--- src/wsd_pkg.sv ---
// Shared types, constants and helper functions for the WebSocket frame deframer.
// Depends on nothing; every other file of the block uses it.
package wsd_pkg;

   typedef logic [7:0] octet_type;
   typedef logic [3:0] opcode_type;
   typedef logic [1:0] kind_type;
   typedef logic [1:0] err_type;
   typedef logic [63:0] len_type;
   typedef logic [31:0] key_type;
   typedef logic [2:0] count_type;
   typedef logic [1:0] key_idx_type;

   typedef enum logic [2:0] {
      PH_HEAD0   = 3'd0,
      PH_HEAD1   = 3'd1,
      PH_EXTLEN  = 3'd2,
      PH_KEY     = 3'd3,
      PH_PAYLOAD = 3'd4,
      PH_HALT    = 3'd5
   } phase_type;

   localparam kind_type KIND_PAYLOAD = 2'd0;
   localparam kind_type KIND_EMPTY   = 2'd1;
   localparam kind_type KIND_ERROR   = 2'd2;

   localparam err_type ERR_NONE         = 2'd0;
   localparam err_type ERR_UNKNOWN_OP   = 2'd1;
   localparam err_type ERR_UNEXPECTED_C = 2'd2;

   localparam opcode_type OP_CONT   = 4'd0;
   localparam opcode_type OP_TEXT   = 4'd1;
   localparam opcode_type OP_BINARY = 4'd2;
   localparam opcode_type OP_CLOSE  = 4'd8;
   localparam opcode_type OP_PING   = 4'd9;
   localparam opcode_type OP_PONG   = 4'd10;

   localparam logic [6:0] LEN7_MAX   = 7'd125;
   localparam logic [6:0] LEN7_EXT16 = 7'd126;

   // The length counter always finishes at its top value: a 16-bit length
   // starts at six and so counts only two octets, a 64-bit length starts at zero.
   localparam count_type CNT_EXT16_START = 3'd6;
   localparam count_type CNT_EXT_LAST    = 3'd7;
   localparam count_type CNT_KEY_LAST    = 3'd3;

   typedef struct packed {
      kind_type   result_kind;
      octet_type  out_octet;
      opcode_type frame_opcode;
      logic       frame_last;
      logic       message_last;
      err_type    fault_code;
   } rsp_type;

   typedef struct packed {
      logic    valid;
      rsp_type rsp;
   } step_type;

   function automatic logic is_data(input opcode_type op);
      return (op == OP_CONT) || (op == OP_TEXT) || (op == OP_BINARY);
   endfunction

   function automatic logic known_opcode(input opcode_type op);
      return is_data(op) || (op == OP_CLOSE) || (op == OP_PING) || (op == OP_PONG);
   endfunction

   // The first key octet sits in the top byte of the key word.
   function automatic octet_type key_octet(input key_type key, input key_idx_type idx);
      octet_type k;
      case (idx)
         2'd0: k = key[31:24];
         2'd1: k = key[23:16];
         2'd2: k = key[15:8];
         2'd3: k = key[7:0];
         default: k = key[31:24];
      endcase
      return k;
   endfunction

endpackage

--- src/wsd_req_if.sv ---
// Input channel of the deframer: one raw stream octet per transaction.
// Depends on wsd_pkg for the payload type.
interface wsd_req_if;
   logic               valid;
   logic               ready;
   wsd_pkg::octet_type in_octet;

   modport source (output valid, output in_octet, input ready);
   modport sink (input valid, input in_octet, output ready);
endinterface

--- src/wsd_rsp_if.sv ---
// Result channel of the deframer: one decoded result per transaction.
// Depends on wsd_pkg for the payload types.
interface wsd_rsp_if;
   logic                valid;
   logic                ready;
   wsd_pkg::kind_type   result_kind;
   wsd_pkg::octet_type  out_octet;
   wsd_pkg::opcode_type frame_opcode;
   logic                frame_last;
   logic                message_last;
   wsd_pkg::err_type    fault_code;

   modport source (output valid, output result_kind, output out_octet, output frame_opcode,
                   output frame_last, output message_last, output fault_code, input ready);
   modport sink (input valid, input result_kind, input out_octet, input frame_opcode,
                 input frame_last, input message_last, input fault_code, output ready);
endinterface

--- src/wsd_parser.sv ---
// Frame header parser and payload unmasker: holds the framing state and turns
// one octet into at most one result per step. Depends on wsd_pkg.
module wsd_frame_core (
   input  logic                clock,
   input  logic                reset,
   input  logic                step,
   input  wsd_pkg::octet_type  octet,
   output wsd_pkg::step_type   res
);
   import wsd_pkg::*;

   phase_type   phase_ff, phase_in;
   count_type   cnt_ff, cnt_in;
   logic        fin_ff, fin_in;
   opcode_type  op_ff, op_in;
   logic        mask_ff, mask_in;
   len_type     rlen_ff, rlen_in;
   key_type     key_ff, key_in;
   key_idx_type idx_ff, idx_in;
   logic        msg_open_ff, msg_open_in;

   logic        hdr_done;
   len_type     hdr_len;
   logic [6:0]  len7;
   len_type     rlen_dec;
   logic        pay_last;

   always_ff @(posedge clock) begin
      if (reset) begin
         phase_ff    <= PH_HEAD0;
         cnt_ff      <= '0;
         fin_ff      <= 1'b0;
         op_ff       <= '0;
         mask_ff     <= 1'b0;
         rlen_ff     <= '0;
         key_ff      <= '0;
         idx_ff      <= '0;
         msg_open_ff <= 1'b0;
      end else if (step) begin
         phase_ff    <= phase_in;
         cnt_ff      <= cnt_in;
         fin_ff      <= fin_in;
         op_ff       <= op_in;
         mask_ff     <= mask_in;
         rlen_ff     <= rlen_in;
         key_ff      <= key_in;
         idx_ff      <= idx_in;
         msg_open_ff <= msg_open_in;
      end
   end

   assign len7     = octet[6:0];
   assign rlen_dec = rlen_ff - 64'd1;
   assign pay_last = (rlen_dec == '0);

   always_comb begin
      phase_in    = phase_ff;
      cnt_in      = cnt_ff;
      fin_in      = fin_ff;
      op_in       = op_ff;
      mask_in     = mask_ff;
      rlen_in     = rlen_ff;
      key_in      = key_ff;
      idx_in      = idx_ff;
      msg_open_in = msg_open_ff;
      hdr_done    = 1'b0;
      hdr_len     = rlen_ff;
      res         = '0;

      case (phase_ff)
         PH_HEAD0: begin
            fin_in = octet[7];
            op_in  = octet[3:0];
            key_in = '0;
            idx_in = '0;
            cnt_in = '0;
            if (!known_opcode(octet[3:0])) begin
               phase_in                = PH_HALT;
               res.valid               = 1'b1;
               res.rsp.result_kind     = KIND_ERROR;
               res.rsp.frame_opcode    = octet[3:0];
               res.rsp.fault_code      = ERR_UNKNOWN_OP;
            end else if ((octet[3:0] == OP_CONT) && !msg_open_ff) begin
               phase_in                = PH_HALT;
               res.valid               = 1'b1;
               res.rsp.result_kind     = KIND_ERROR;
               res.rsp.frame_opcode    = octet[3:0];
               res.rsp.fault_code      = ERR_UNEXPECTED_C;
            end else begin
               phase_in = PH_HEAD1;
            end
         end
         PH_HEAD1: begin
            mask_in = octet[7];
            if (len7 <= LEN7_MAX) begin
               rlen_in = 64'(len7);
               if (octet[7]) begin
                  cnt_in   = '0;
                  phase_in = PH_KEY;
               end else begin
                  hdr_done = 1'b1;
                  hdr_len  = 64'(len7);
               end
            end else begin
               rlen_in  = '0;
               cnt_in   = (len7 == LEN7_EXT16) ? CNT_EXT16_START : '0;
               phase_in = PH_EXTLEN;
            end
         end
         PH_EXTLEN: begin
            rlen_in = {rlen_ff[55:0], octet};
            if (cnt_ff != CNT_EXT_LAST) begin
               cnt_in = cnt_ff + 3'd1;
            end else begin
               cnt_in = '0;
               if (mask_ff) begin
                  phase_in = PH_KEY;
               end else begin
                  hdr_done = 1'b1;
                  hdr_len  = {rlen_ff[55:0], octet};
               end
            end
         end
         PH_KEY: begin
            key_in = {key_ff[23:0], octet};
            if (cnt_ff != CNT_KEY_LAST) begin
               cnt_in = cnt_ff + 3'd1;
            end else begin
               cnt_in   = '0;
               hdr_done = 1'b1;
               hdr_len  = rlen_ff;
            end
         end
         PH_PAYLOAD: begin
            idx_in  = idx_ff + 2'd1;
            rlen_in = rlen_dec;
            if (pay_last) begin
               phase_in = PH_HEAD0;
            end
            if (is_data(op_ff)) begin
               if (pay_last) begin
                  msg_open_in = !fin_ff;
               end
               res.valid                = 1'b1;
               res.rsp.result_kind      = KIND_PAYLOAD;
               res.rsp.out_octet        = octet ^ key_octet(key_ff, idx_ff);
               res.rsp.frame_opcode     = op_ff;
               res.rsp.frame_last       = pay_last;
               res.rsp.message_last     = pay_last && fin_ff;
               res.rsp.fault_code       = ERR_NONE;
            end
         end
         default: begin
            // Halted, and the unused phase codes: octets are swallowed.
         end
      endcase

      if (hdr_done) begin
         idx_in = '0;
         if (hdr_len != '0) begin
            phase_in = PH_PAYLOAD;
         end else begin
            phase_in = PH_HEAD0;
            if (is_data(op_ff)) begin
               msg_open_in          = !fin_ff;
               res.valid            = 1'b1;
               res.rsp.result_kind  = KIND_EMPTY;
               res.rsp.frame_opcode = op_ff;
               res.rsp.frame_last   = 1'b1;
               res.rsp.message_last = fin_ff;
               res.rsp.fault_code   = ERR_NONE;
            end
         end
      end
   end

endmodule

--- src/websocket_frame_deframer.sv ---
// Top level of the WebSocket frame deframer: input register, parser, result register.
// Depends on wsd_pkg, wsd_req_if, wsd_rsp_if and wsd_frame_core.

// The deframer takes one stream octet per cycle while its output is not stalled
// and gives at most one result per octet: an unmasked payload octet of a text,
// binary or continuation frame, an end marker for an empty data frame, or a
// protocol error. Throughput is one transaction per cycle in steady state while
// the consumer takes results; the per-octet work is a single parser step whose
// widest path is the 64-bit remaining-length decrement and zero test. An accepted
// input transaction is captured in an input register; the parser then updates its
// framing state and writes the result register, which drives the output. Octets
// that produce no result (header bytes, extended length, masking key, control
// frame payload) still take a parser step each. The input register accepts a new
// octet while a finished result waits to be taken, if it holds none itself, and a
// stalled consumer costs no bubble when it resumes: the held octet moves into the
// result register in the same cycle the waiting result is taken. Close, ping and
// pong payloads are consumed silently. After an unknown opcode, or a continuation
// frame with no open message, one error result is issued and the block drops
// every further octet until reset. There is no memory and no clearing pass.
module websocket_frame_deframer (
   input  logic       clock,
   input  logic       reset,
   wsd_req_if.sink    req_chan,
   wsd_rsp_if.source  rsp_chan
);
   import wsd_pkg::*;

   logic      in_valid_ff, in_valid_in;
   octet_type in_octet_ff;
   logic      out_valid_ff, out_valid_in;
   rsp_type   out_rsp_ff;

   logic      advance;
   step_type  step_res;

   // The parser consumes the held octet whenever the result register is free
   // or is being emptied in this cycle.
   assign advance        = in_valid_ff && (!out_valid_ff || rsp_chan.ready);
   assign req_chan.ready = !in_valid_ff || advance;

   always_comb begin
      in_valid_in = in_valid_ff;
      if (req_chan.ready) begin
         in_valid_in = req_chan.valid;
      end
   end

   always_ff @(posedge clock) begin
      if (reset) begin
         in_valid_ff <= 1'b0;
      end else begin
         in_valid_ff <= in_valid_in;
      end
   end

   always_ff @(posedge clock) begin
      if (req_chan.valid && req_chan.ready) begin
         in_octet_ff <= req_chan.in_octet;
      end
   end

   wsd_frame_core u_parser (
      .clock (clock),
      .reset (reset),
      .step  (advance),
      .octet (in_octet_ff),
      .res   (step_res)
   );

   always_comb begin
      out_valid_in = out_valid_ff;
      if (advance) begin
         out_valid_in = step_res.valid;
      end else if (rsp_chan.ready) begin
         out_valid_in = 1'b0;
      end
   end

   always_ff @(posedge clock) begin
      if (reset) begin
         out_valid_ff <= 1'b0;
      end else begin
         out_valid_ff <= out_valid_in;
      end
   end

   always_ff @(posedge clock) begin
      if (advance && step_res.valid) begin
         out_rsp_ff <= step_res.rsp;
      end
   end

   assign rsp_chan.valid        = out_valid_ff;
   assign rsp_chan.result_kind  = out_rsp_ff.result_kind;
   assign rsp_chan.out_octet    = out_rsp_ff.out_octet;
   assign rsp_chan.frame_opcode = out_rsp_ff.frame_opcode;
   assign rsp_chan.frame_last   = out_rsp_ff.frame_last;
   assign rsp_chan.message_last = out_rsp_ff.message_last;
   assign rsp_chan.fault_code   = out_rsp_ff.fault_code;

`ifndef SYNTH
   // An error result never closes a frame or a message and always carries a code.
   assert property (@(posedge clock) disable iff (reset)
      out_valid_ff && (out_rsp_ff.result_kind == KIND_ERROR) |->
         !out_rsp_ff.frame_last && !out_rsp_ff.message_last &&
         (out_rsp_ff.fault_code != ERR_NONE))
      else $error("error result with frame flags or without a code");

   // A message can only end where a frame ends.
   assert property (@(posedge clock) disable iff (reset)
      out_valid_ff && out_rsp_ff.message_last |-> out_rsp_ff.frame_last)
      else $error("message end without frame end");

   // Only payload results carry an octet; an empty frame result always ends its frame.
   assert property (@(posedge clock) disable iff (reset)
      out_valid_ff && (out_rsp_ff.result_kind != KIND_PAYLOAD) |->
         (out_rsp_ff.out_octet == '0) &&
         ((out_rsp_ff.result_kind != KIND_EMPTY) || out_rsp_ff.frame_last))
      else $error("non-payload result carries an octet or empty frame not ended");

   // A held octet that the parser did not take is still held next cycle.
   assert property (@(posedge clock) disable iff (reset)
      in_valid_ff && !advance |=> in_valid_ff && $stable(in_octet_ff))
      else $error("input register lost a pending octet");

   // A result waiting on a stalled consumer is not overwritten.
   assert property (@(posedge clock) disable iff (reset)
      out_valid_ff && !rsp_chan.ready |=> out_valid_ff && $stable(out_rsp_ff))
      else $error("result register overwritten while stalled");
`endif

endmodule
--- src/flat_wrapper.sv ---
// flat-port wrapper written by rule: the top's interface ports become plain ports
module websocket_frame_deframer_flat import wsd_pkg::*;
  (clock, reset, req_chan_valid, req_chan_in_octet, req_chan_ready, rsp_chan_valid, rsp_chan_result_kind, rsp_chan_out_octet, rsp_chan_frame_opcode, rsp_chan_frame_last, rsp_chan_message_last, rsp_chan_fault_code, rsp_chan_ready);
  wsd_req_if req_chan_i ();
  wsd_rsp_if rsp_chan_i ();
  input  logic clock;
  input  logic reset;
  input wire logic [$bits(req_chan_i.valid)-1:0] req_chan_valid;
  input wire logic [$bits(req_chan_i.in_octet)-1:0] req_chan_in_octet;
  output wire logic [$bits(req_chan_i.ready)-1:0] req_chan_ready;
  output wire logic [$bits(rsp_chan_i.valid)-1:0] rsp_chan_valid;
  output wire logic [$bits(rsp_chan_i.result_kind)-1:0] rsp_chan_result_kind;
  output wire logic [$bits(rsp_chan_i.out_octet)-1:0] rsp_chan_out_octet;
  output wire logic [$bits(rsp_chan_i.frame_opcode)-1:0] rsp_chan_frame_opcode;
  output wire logic [$bits(rsp_chan_i.frame_last)-1:0] rsp_chan_frame_last;
  output wire logic [$bits(rsp_chan_i.message_last)-1:0] rsp_chan_message_last;
  output wire logic [$bits(rsp_chan_i.fault_code)-1:0] rsp_chan_fault_code;
  input wire logic [$bits(rsp_chan_i.ready)-1:0] rsp_chan_ready;
  assign req_chan_i.valid = req_chan_valid;
  assign req_chan_i.in_octet = req_chan_in_octet;
  assign req_chan_ready = req_chan_i.ready;
  assign rsp_chan_valid = rsp_chan_i.valid;
  assign rsp_chan_result_kind = rsp_chan_i.result_kind;
  assign rsp_chan_out_octet = rsp_chan_i.out_octet;
  assign rsp_chan_frame_opcode = rsp_chan_i.frame_opcode;
  assign rsp_chan_frame_last = rsp_chan_i.frame_last;
  assign rsp_chan_message_last = rsp_chan_i.message_last;
  assign rsp_chan_fault_code = rsp_chan_i.fault_code;
  assign rsp_chan_i.ready = rsp_chan_ready;
  websocket_frame_deframer u_core (.clock(clock), .reset(reset), .req_chan(req_chan_i), .rsp_chan(rsp_chan_i));
endmodule
--- config.mk ---
export PLATFORM = sky130hd
export DESIGN_NAME = websocket_frame_deframer_flat
export DESIGN_NICKNAME = d
export VERILOG_FILES = /design/src/wsd_pkg.sv /design/src/wsd_req_if.sv /design/src/wsd_rsp_if.sv /design/src/wsd_parser.sv /design/src/websocket_frame_deframer.sv /design/src/flat_wrapper.sv
export SDC_FILE = /design/constraint.sdc
export NUM_CORES = 1
export LEC_CHECK = 0
export CORE_AREA = 3 3 141 143
export DETAILED_ROUTE_END_ITERATION = 8
export DIE_AREA = 0 0 144 146
export DONT_BUFFER_PORTS = 1
export GPL_TIMING_DRIVEN = 1
export HOLD_SLACK_MARGIN = 0.12
export MAX_ROUTING_LAYER = met4
export PLACE_DENSITY = 0.76
export SYNTH_ARGS = -nofsm -noshare
export SYNTH_HDL_FRONTEND = slang
export SYNTH_SLANG_ARGS = --single-unit
--- constraint.sdc ---
create_clock -name clock -period 3.9 [get_ports clock]
set_clock_uncertainty 0.2 [all_clocks]
set_input_delay 0.195 -clock clock [delete_from_list [all_inputs] [get_ports clock]]
set_output_delay 0.195 -clock clock [all_outputs]
set_load 0.005 [all_outputs]
# --- Word level (Yosys, flattened, before mapping) ---
# Cells that the tools add are included.
word_totals:
  output_inout_bits: 20
  in_bits: 12
  reg_bits: 139
op_classes:
  add_sub_neg: 3
  bitwise: 1
  order_cmp: 1
  n_eq_ne: 22
  n_reduce_logical: 38
  muxes: 60
op_table:
  columns: ["op", "count"]
  rows:
  - ["$mux W64", 4]
  - ["$pmux W64 S3", 1]
  - ["$pmux W64 S2", 1]
  - ["$logic_not A64 Y1", 1]
  - ["$pmux W32 S2", 1]
  - ["$reduce_bool A64 Y1", 1]
  - ["$sub A64 B1 Y64 const B", 1]
  - ["$mux W3", 19]
  - ["$mux W8", 5]
  - ["$pmux W8 S4", 1]
  - ["$pmux W3 S4", 2]
  - ["$mux W19", 1]
  - ["$mux W1", 13]
  - ["$eq A4 B4 Y1 const B", 3]
  - ["$ne A3 B3 Y1 const B", 4]
  - ["$reduce_and A2 Y1", 6]
  - ["$logic_or A1 B1 Y1", 9]
  - ["$eq A4 B1 Y1 const B", 2]
  - ["$eq A4 B2 Y1 const B", 2]
  - ["$logic_not A4 Y1", 2]
  - ["$mux W2", 4]
  - ["$mux W4", 2]
  - ["$pmux W2 S2", 2]
  - ["$pmux W4 S2", 1]
  - ["25 further kinds", 37]

# --- Depth between registers and ports, before layout ---
depth:
  ltp_word: 12
  mapped_depth: 13
  mapped_depth_nobuf: 11

# --- Hierarchy ---
# Synthesis repeated with hierarchy kept, for this count alone.
hier_totals:
  cells_unflattened: 1230
  hier_area_um2: 9061.2
by_module_without_submodules:
  columns: ["module", "instances", "cells_per_inst", "seq_area_each_um2", "area_per_inst_um2"]
  rows:
  - ["wsd_frame_core", 1, 1193, 2222.1, 8177.8]
  - ["websocket_frame_deframer", 1, 37, 820.8, 883.3]

# --- Worst setup path after synthesis ---
# Ideal clock, no wire load.
synth_path:
  path_type: "flip-flop to flip-flop"
  from: "reg u_core.u_parser.rlen_ff[1]"
  to: "reg u_core.u_parser.msg_open_ff"
  setup_slack_ns: 0.055
  t_required_ns: 3.577
  arrival_time_ns: 3.521
  stages_incl_launch_ff: 14
  path_buffers: 2
  setup_time_ns: 0.123
  cell_sequence: "dfxtp_1 clkbuf_1 inv_1 ha_1 nor3b_2 nand2_1 or4_1 buf_4 nor3_1 xor2_1 or4bb_1 nor4_2 a32oi_1 mux2_1"
synth_between:
  elab_chain_cells: 8
  elab_cells_between_ends: 14
  cone_classes: "1 x add/sub; 11 x mux; 2 x reduce/logical"
synth_rtl:
  columns: ["item", "line_no", "rtl"]
  rows:
  - ["from (decl)", "wsd_parser.sv:17", "len_type rlen_ff, rlen_in;"]
  - ["from (signal assigned)", "wsd_parser.sv:45", "rlen_ff <= rlen_in;"]
  - ["$sub A64 B1 Y64", "wsd_parser.sv:53", "assign rlen_dec = rlen_ff - 64'd1;"]
  - ["$logic_not A64 Y1", "wsd_parser.sv:54", "assign pay_last = (rlen_dec == '0);"]
  - ["$mux W1", "wsd_parser.sv:141", "if (pay_last) begin"]
  - ["$mux W1", "wsd_parser.sv:140", "if (is_data(op_ff)) begin"]
  - ["$mux W1", "wsd_parser.sv:70", "case (phase_ff)"]
  - ["$mux W1", "wsd_parser.sv:164", "if (is_data(op_ff)) begin"]
  - ["$mux W1", "wsd_parser.sv:160", "if (hdr_len != '0) begin"]
  - ["$mux W1 *", "wsd_parser.sv:158", "if (hdr_done) begin"]
  - ["to (signal assigned)", "wsd_parser.sv:48", "msg_open_ff <= msg_open_in;"]
  - ["to (decl)", "wsd_parser.sv:20", "logic msg_open_ff, msg_open_in;"]
# Every way passes the cells marked *; elsewhere a longest branch is shown, timed or not.
# A chain may end at the register's enable or synchronous reset.

# --- Worst setup path after layout ---
layout_path:
  from: "reg u_core.u_parser.cnt_ff[0]"
  to: "reg u_core.u_parser.msg_open_ff"
layout_between:
  elab_chain_cells: 6
  elab_cells_between_ends: 10
  cone_classes: "2 x eq/ne; 7 x mux; 1 x reduce/logical"
layout_rtl:
  columns: ["item", "line_no", "rtl"]
  rows:
  - ["from (decl)", "wsd_parser.sv:13", "count_type cnt_ff, cnt_in;"]
  - ["from (signal assigned)", "wsd_parser.sv:41", "cnt_ff <= cnt_in;"]
  - ["$ne A3 B3 Y1", "wsd_parser.sv:112", "if (cnt_ff != CNT_EXT_LAST) begin"]
  - ["$mux W64", "wsd_parser.sv:112", null]
  - ["$pmux W64 S2", "wsd_parser.sv:70", null]
  - ["$reduce_bool A64 Y1", "wsd_parser.sv:160", null]
  - ["$mux W1", "wsd_parser.sv:160", null]
  - ["$mux W1 *", "wsd_parser.sv:158", null]
# Marks and branches as above.

==> results by group <==
STA
  • Fmax: 266.1 MHz
  • Slew at the pin closest to its max-slew limit: 807.9 ps
  • Tcrit/Tclk final: 96.34%
  • Worst slew margin: 46.14%
  • Hold Fails Final Rpt: 0
  • Setup Viol. Count Final: 0
  • Slew Limit Fails: 0
  • Final TNS setup: 0 ps
  • RSZ-0062 raised after global routing: no
  • Fin worst setup slack: 142.7 ps
  • Final min period: 3757 ps

Placed design
  • Routability Congestion: 1.114
  • Dpl hpwl: 24.19 mm
  • Pre-CTS setup slack: 103.4 ps
  • # port buffers: 0

Final layout
  • Layout cells sized above 1: 14.67%
  • Diodes inserted: 0
  • Final Util: 56.90%
  • Area grow syn2layout: 16.06%
  • Fin nets: 1263

Run
  • Number of max-cap violations: 0

Synthesis
  • Synth unique cells: 75
  • Mapped Area: 0.009170 mm²
  • Syn. warnings: 0
  • Sequential element share of the synthesized area: 33.18%
  • Post-synthesis simple-gate area fraction: 30.82%
  • Synthesized Nets: 1242
  • Compound-Gate Fraction of Synth Area: 22.88%
  • Synth Flop Type: dfxtp_1
  • Mapped Cells: 1220
  • Post-synth EDFFs: 26
  • Async SR Flop Fraction: 0%
  • Largest family of logic cells by synthesized area: simple AND/OR/NAND/NOR gates
  • Synth Area in Adders: 1.364%
  • Flops & latches, synth: 139
  • Mux share of post-synthesis cell area: 0.6686%
  • Post-synthesis average cell area: 7.516 µm²
  • XOR/XNOR share of the synthesized area: 4.871%

Power and ir drop
  • Leak Pwr: 3.973 nW
  • Pwr Density: 557.0 mW/mm²
  • Total Power: 5.929 mW
  • Worst vdd ir: 0.3319 mV

Route
  • Post-Route WL: 34.92 mm
  • Routed Antenna Nets: 0
  • Routed wire length per instance: 23.47 µm
  • # DRC: 0
  • Total number of vias: 10176
  • Initial DRC count: 1444
  • Via/cell ratio: 6.839
  • Drt first pass iters: 8

Die
  • Initial Util: 49.02%
  • Die ar.: 0.02102 mm²
  • Die Y: 146 µm
  • Core ar.: 0.01871 mm²
  • Die W: 144 µm
  • Num ports: 32
  • Rows: 50

Global routing
  • Initial antenna violation count: 0
  • Vias in the first global route: 9542
  • GR peak layer: met2
  • Met3 GRT Util: 5.225%
  • M2 GR Usage: 48.65%
  • Met1 usage: 45.10%
  • Tot GR Track Use: 33.71%
  • Largest net degree at the start of global routing: 115
  • Congestion Overflow GR: 0
  • First-pass GRT wire length: 54.56 mm

Critical path
  • Kind of start point of the critical path: register
  • Most used cell along the critical path: ha_1
  • CP Data Required Time: 4010 ps
  • Cells along the critical path: ha_1, ha_1, nor2b_1, o21ai_0, nand3_1, or4_1, a221oi_1, nand4_1, a2111oi_4, buf_4, a32oi_1, mux2_1
  • Crit Path Max Fanout: 5
  • Critical Path End Type: register
  • Kind of critical path: register to register
  • CP arrival: 3870 ps
  • Crit path largest cell delay: 500 ps
  • CP max stage cell: or4_1

Min path
  • Class of the worst hold path: input port to register

CTS
  • Worst-Skew Late Latency: 430 ps
  • H-tree depth: 4
  • Post-CTS Repair Setup Buffers: 0
  • Clk sinks: 139
  • Max clock buf depth: 2
  • CTS tree: done
  • Root buf cell: clkbuf_16
  • Clk pin slew, worst setup/hold paths: 60 ps
  • TritonCTS Buffers: 17

Status
  • Outcome: completed
[Yosys cell counts (all sizes together) (13+ instances only)]
library cell	count	area share, %
nand4	29	2.0
a21oi	69	3.8
o31ai	13	1.1
nor2	189	7.7
xor2	22	2.1
a22oi	65	5.3
nand2	104	4.3
nand3	24	1.4
dfxtp	113	25
a211oi	16	1.3
o21ai	80	4.4
nor4	53	4.4
clkbuf	115	4.7
buf	14	0.76
nor3	57	3.2
a221oi	15	1.4
xnor2	29	2.8
inv	18	0.74
edfxtp	26	8.5
[placed cells by master, fill, tap and decap left out, types with 12 or more instances in the layout]
cell type | Yosys | final
nor3_1 | 56 | 55
nand4_1 | 29 | 29
nand2_1 | 103 | 102
a21oi_1 | 69 | 69
o21ai_0 | 79 | 79
a22oi_1 | 65 | 65
nor2_1 | 189 | 187
nor4_1 | 45 | 41
dfxtp_1 | 113 | 113
dlygate4sd3_1 | 0 | 12
a221oi_1 | 15 | 15
xor2_1 | 22 | 22
edfxtp_1 | 26 | 26
clkbuf_16 | 0 | 17
xnor2_1 | 29 | 29
nand3_1 | 23 | 23
a211oi_1 | 16 | 16
o31ai_1 | 13 | 13
inv_1 | 18 | 18
buf_4 | 1 | 115
[worst paths after layout]
path,startpoint,end,slack [ps],cells after the start
worst max-delay path,u_core.u_parser.cnt_ff[0],u_core.u_parser.msg_open_ff,140,12
worst min-delay path,req_chan_in_octet[5],u_core.in_octet_ff[5],190,1
worst max register to register,u_core.u_parser.cnt_ff[0],u_core.u_parser.msg_open_ff,140,12
worst min register to register,u_core.u_parser.fin_ff,u_core.u_parser.fin_ff,300,2
[repair_timing]
action	in CTS	in global routing
resized for setup	0	6
setup endpoints to repair	0	19
hold endpoints to repair	129	0
hold buffers	13	0
[stage by stage]
step / instances / hold WS, ps / cell area, µm²
floorplan: 1220 / 93.87 / 9170
CTS: 1488 / 181.2 / 10610
global placement: 1443 / 77.66 / 9902
finish: 1488 / 187.3 / 10640
global route: 1488 / 183.8 / 10640
detailed placement: 1443 / 79.73 / 9902
[cell families (layout without fill, tap and decap cells)]
logic type / count (synthesis) / after routing
buffers and inverters: 147 / 181
AOI/OAI and AO/OA: 315 / 315
DFF: 139 / 139
adders and majority gates: 10 / 10
xor gates and xnor gates: 51 / 51
muxes: 6 / 6
and+or+nand+nor: 552 / 552
[state kept, by name, summed over array words and instances (netlist names)]
register and count:
u_core.in_octet_ff 8, u_core.in_valid_ff 1, u_core.rsp_chan.fault_code 2, u_core.rsp_chan.frame_last 1, u_core.rsp_chan.frame_opcode 4, u_core.rsp_chan.message_last 1, u_core.rsp_chan.out_octet 8, u_core.rsp_chan.result_kind 2
u_core.rsp_chan.valid 1, u_core.u_parser.cnt_ff 3, u_core.u_parser.fin_ff 1, u_core.u_parser.idx_ff 2, u_core.u_parser.key_ff 32, u_core.u_parser.mask_ff 1, u_core.u_parser.msg_open_ff 1, u_core.u_parser.op_ff 4
u_core.u_parser.phase_ff 3, u_core.u_parser.rlen_ff 64
[final cells by class]
type                            count  area [µm²]
Fill cell                        1750        8063
Multi-Input combinational cell    934        5612
Sequential cell                   139        3043
Timing Repair Buffer              131        1071
Clock buffer                       18       429.2
Tap cell                          234       292.8
Clock inverter                     14       127.6
Inverter                           18       67.56
[routing by layer]
metal,routed length (µm),vias to the layer above
met4,1995,0
met5,0,-
met3,3430,169
met1,14100,4763
met2,15390,714
li1,-,4530
[critical path: cells and delay by family, from the launching register on]
family                     cells  cell delay [ps]
buffers and inverters          1              190
adders and majority gates      2              480
AOI/OAI and AO/OA              4             1020
DFF                            1              330
and+or+nand+nor                4             1070
muxes                          1              350
[where the power goes]
| part | leakage, nW | internal, mW | switching (mW) |
|---|---|---|---|
| combinational | 2.55 | 1.01 | 1.73 |
| sequential | 1.16 | 1.54 | 0.0794 |
| clock | 0.266 | 0.840 | 0.732 |
(Power assumes the default switching activity.)
